$ cat src/sv/lclm_ram.sv
// Generic single-port RAM with registered read.
// No dependencies.
`default_nettype none
module lclm_ram #(
  parameter int WIDTH = 8,
  parameter int DEPTH = 16
) (
  input  wire logic                     clk,
  input  wire logic                     we,
  input  wire logic [$clog2(DEPTH)-1:0] addr,
  input  wire logic [WIDTH-1:0]         wdata,
  output logic      [WIDTH-1:0]         rdata
);
  logic [WIDTH-1:0] mem [DEPTH];

  always_ff @(posedge clk) begin
    if (we) mem[addr] <= wdata;
    rdata <= mem[addr];
  end
endmodule
`default_nettype wire

$ cat config.mk
export PLATFORM = sky130hd
export DESIGN_NAME = lclm_ram
export DESIGN_NICKNAME = d
export VERILOG_FILES = /design/src/sv/lclm_ram.sv
export SDC_FILE = /design/constraint.sdc
export NUM_CORES = 1
export LEC_CHECK = 0
export ABC_AREA = 1
export ABC_CLOCK_PERIOD_IN_PS = 1600
export BUFFER_PORTS_ARGS = -buffer_cell sky130_fd_sc_hd__buf_2
export CAP_MARGIN = 10
export CORE_UTILIZATION = 35
export CTS_CLUSTER_DIAMETER = 150
export DETAILED_ROUTE_END_ITERATION = 10
export GPL_ROUTABILITY_DRIVEN = 0
export PLACE_DENSITY = 0.52
export SLEW_MARGIN = 5
export SYNTH_ARGS = -nofsm -noshare
export SYNTH_HDL_FRONTEND = slang
export SYNTH_SLANG_ARGS = --single-unit
$ cat constraint.sdc
create_clock -name clk -period 1.6 [get_ports clk]
set_input_delay 0.24 -clock clk [delete_from_list [all_inputs] [get_ports clk]]
set_output_delay 0.24 -clock clk [all_outputs]
set_load 0.005 [all_outputs]
==> out/metrics.csv <==
stage,metric,value,unit
status,status,completed,
critical_path,cp_slowest_cell,dfxtp_1,
floorplan,core,0.01537,mm2
global_route,grt_pass1_vias,3751,
clock_tree,cts_buffers,17,
drt,final_antenna_net_count,0,
floorplan,die-area,0.01649,mm2
placed_design,hpwl,8238,um
clock_tree,root_buffer,clkbuf_16,
critical_path,worstPathRequired,1.36,ns
clock_tree,cts_hold_buf,0,
pwr,comb_power_share,5.9,%
pwr,p_int,6.540,mW
timing,relSlewSlack,72.11,%
global_route,grt_max_degree,41,
clock_tree,clk_latency,0.41,ns
global_route,grt_use_total,17.39,%
timing,finalMaxSlewViolations,0,
global_route,antenna_found_initial,0,
clock_tree,clk_path_buf_depth,2,
pwr,pwr_density_cell,1250,mW/mm2
global_route,grt-ovfl-total,0,
pwr,power_frac_clock,45.6,%
cells_and_area,fin_area,0.006623,mm2
pwr,ir_drop,0.7437,mV
drt,avgViaCountPerCell,4.526,
cells_and_area,antenna_cells,0,
critical_path,max_stage_delay,0.37,ns
clock_tree,cts.sinks,136,
clock_tree,h-tree-depth,4,
drt,num_vias,3698,
floorplan,die_x,128.4,um
timing,setup_viol,0,
cells_and_area,drive_gt1_share,12.05,%
synth,syn_avg_cell_area,10.21,um2
pwr,sw_frac_of_total,21.01,%
synth,synth_cells,548,
synth,syn-cell-area,0.005593,mm2
clock_tree,cts_resized,0,
drt,wl_per_cell,15.92,um
critical_path,arrival,0.91,ns
cells_and_area,final_nets,607,
critical_path,end_kind,primary output,
timing,fmax,0.8684,GHz
pwr,leakagePower,2.844,nW
drt,drtPass1Iterations,4,
critical_path,cp_max_fo,1,
clock_tree,cts_tree,yes,
cells_and_area,area_growth_syn_to_layout,18.41,%
worst_hold_path,hp-class,input pin to register,
placed_design,place_area,0.006053,mm2
timing,rsz0062_at_grt,false,
cells_and_area,nFillCells,1495,
drt,drcViolationCount,0,
floorplan,start_util,36.39,%
floorplan,fp.dieH,128.4,um
timing,fin_skew,0.007794,ns
drt,drt_iter0_markers,281,
timing,worstMarginPinSlew,0.4184,ns
critical_path,crit_path_start_kind,register,
critical_path,path_cells,buf_2,
synth,synth_warnings,0,
clock_tree,post_cts_buffers,0,
critical_path,critPathTopFamily,flip-flops,
pwr,p_sw,1.739,mW
synth,yosysSeqAreaShare,71.59,%
clock_tree,clkTransAtPathRegs,0.06,ns
synth,synth_fp_nets,562,
global_route,grt_pass1_wl,20690,um
timing,finalCriticalPeriod,1.152,ns
drt,finalWirelength,13010,um
floorplan,row_count,45,
synth,ys_seq_elements,136,
floorplan,ios,22,
critical_path,crit_type,register to primary output,
critical_path,path_buf_inv,1,
pwr,total_power,8.280,mW
cells_and_area,utilization,43.09,%
timing,fin_crit_sh,71.97,%
timing,hold_violations,0,
synth,synth_cell_types,11,
flow_run,maxCapViolCount,0,
placed_design,placement.io_buffers,21,
pwr,seqPwrFrac,48.5,%
timing,finalSetupTns,0,ns
==> metal layers <==
metal  share of wire, %  GRT usage [%]  vias up
li1                   -              -     1839
met4                1.9          6.713        0
met1                 46          22.62     1775
met5                  0              0        -
met3                5.0          3.493       16
met2                 48          28.71       68
==> power groups by stage <==
stage | logic, mW | clock network (mW) | registers (mW)
6_report | 0.489 | 3.78 | 4.01
3_3_place_gp | 0.499 | 0 | 4.09
3_5_place_dp | 0.498 | 0 | 4.09
2_1_floorplan | 0.275 | 0 | 4.08
5_1_grt | 0.555 | 4.00 | 4.02
4_1_cts | 0.499 | 3.86 | 4.01
==> synthesized netlist by cell type <==
master / number / share of area (%)
dfxtp_1: 8 / 2.9
nand2_1: 346 / 23
buf_4: 6 / 0.81
inv_1: 21 / 1.4
clkinv_1: 1 / 0.067
buf_2: 12 / 1.1
clkbuf_1: 3 / 0.20
nor2_1: 18 / 1.2
edfxtp_1: 128 / 69
nand3_1: 4 / 0.36
inv_2: 1 / 0.067
==> cell usage in the layout, fill, tap and decap left out <==
master / instances
edfxtp_1: 128
inv_1: 21
clkinv_2: 4
buf_12: 1
buf_4: 25
nor2_1: 18
dfxtp_1: 8
clkinvlp_4: 1
nand2_1: 346
clkinv_1: 5
clkbuf_16: 17
nand3_1: 4
buf_2: 21
bufinv_16: 3
inv_2: 1
clkbuf_1: 3
==> logic make-up (layout without fill, tap and decap cells) <==
group / count (synthesis) / after routing / share of synthesized area (%)
DFF: 136 / 136 / 71.59
and+or+nand+nor: 368 / 368 / 24.79
buffers and inverters: 44 / 102 / 3.624
==> worst paths after layout <==
path | start | end | slack [ns] | cells after the start
worst min register to register | mem[1][2]$_DFFE_PP_ | rdata[2]$_DFF_P_ | 0.69 | 8
worst max register to register | mem[7][6]$_DFFE_PP_ | rdata[6]$_DFF_P_ | 0.59 | 8
worst min-delay path | wdata[4] | mem[13][4]$_DFFE_PP_ | 0.25 | 1
worst max-delay path | rdata[0]$_DFF_P_ | rdata[0] | 0.45 | 1
==> flip-flops by register name (all words and copies together), names as in the netlist <==
signal and cells:
rdata 8, mem 128
==> cell type report <==
cell class,count,area [um2],area share [%]
clock buffers,20,436.7,6.594
clock inverters,12,132.6,2.003
inverters,23,86.33,1.304
multi-input cells,368,1386,20.93
flip-flops and latches,136,4004,60.46
well taps,211,264.0,3.986
repair buffers,47,312.8,4.723
==> stage by stage <==
stage	setup slack (ns)	std cells	hold WS (ns)
global placement	0.1801	785	0.6282
floorplan	-0.01718	548	0.3389
finish	0.4484	817	0.2486
CTS	0.3923	817	0.2561
detailed placement	0.1743	785	0.6231
global route	0.3940	817	0.2681
Note: power is estimated with default switching activity, not from simulation.
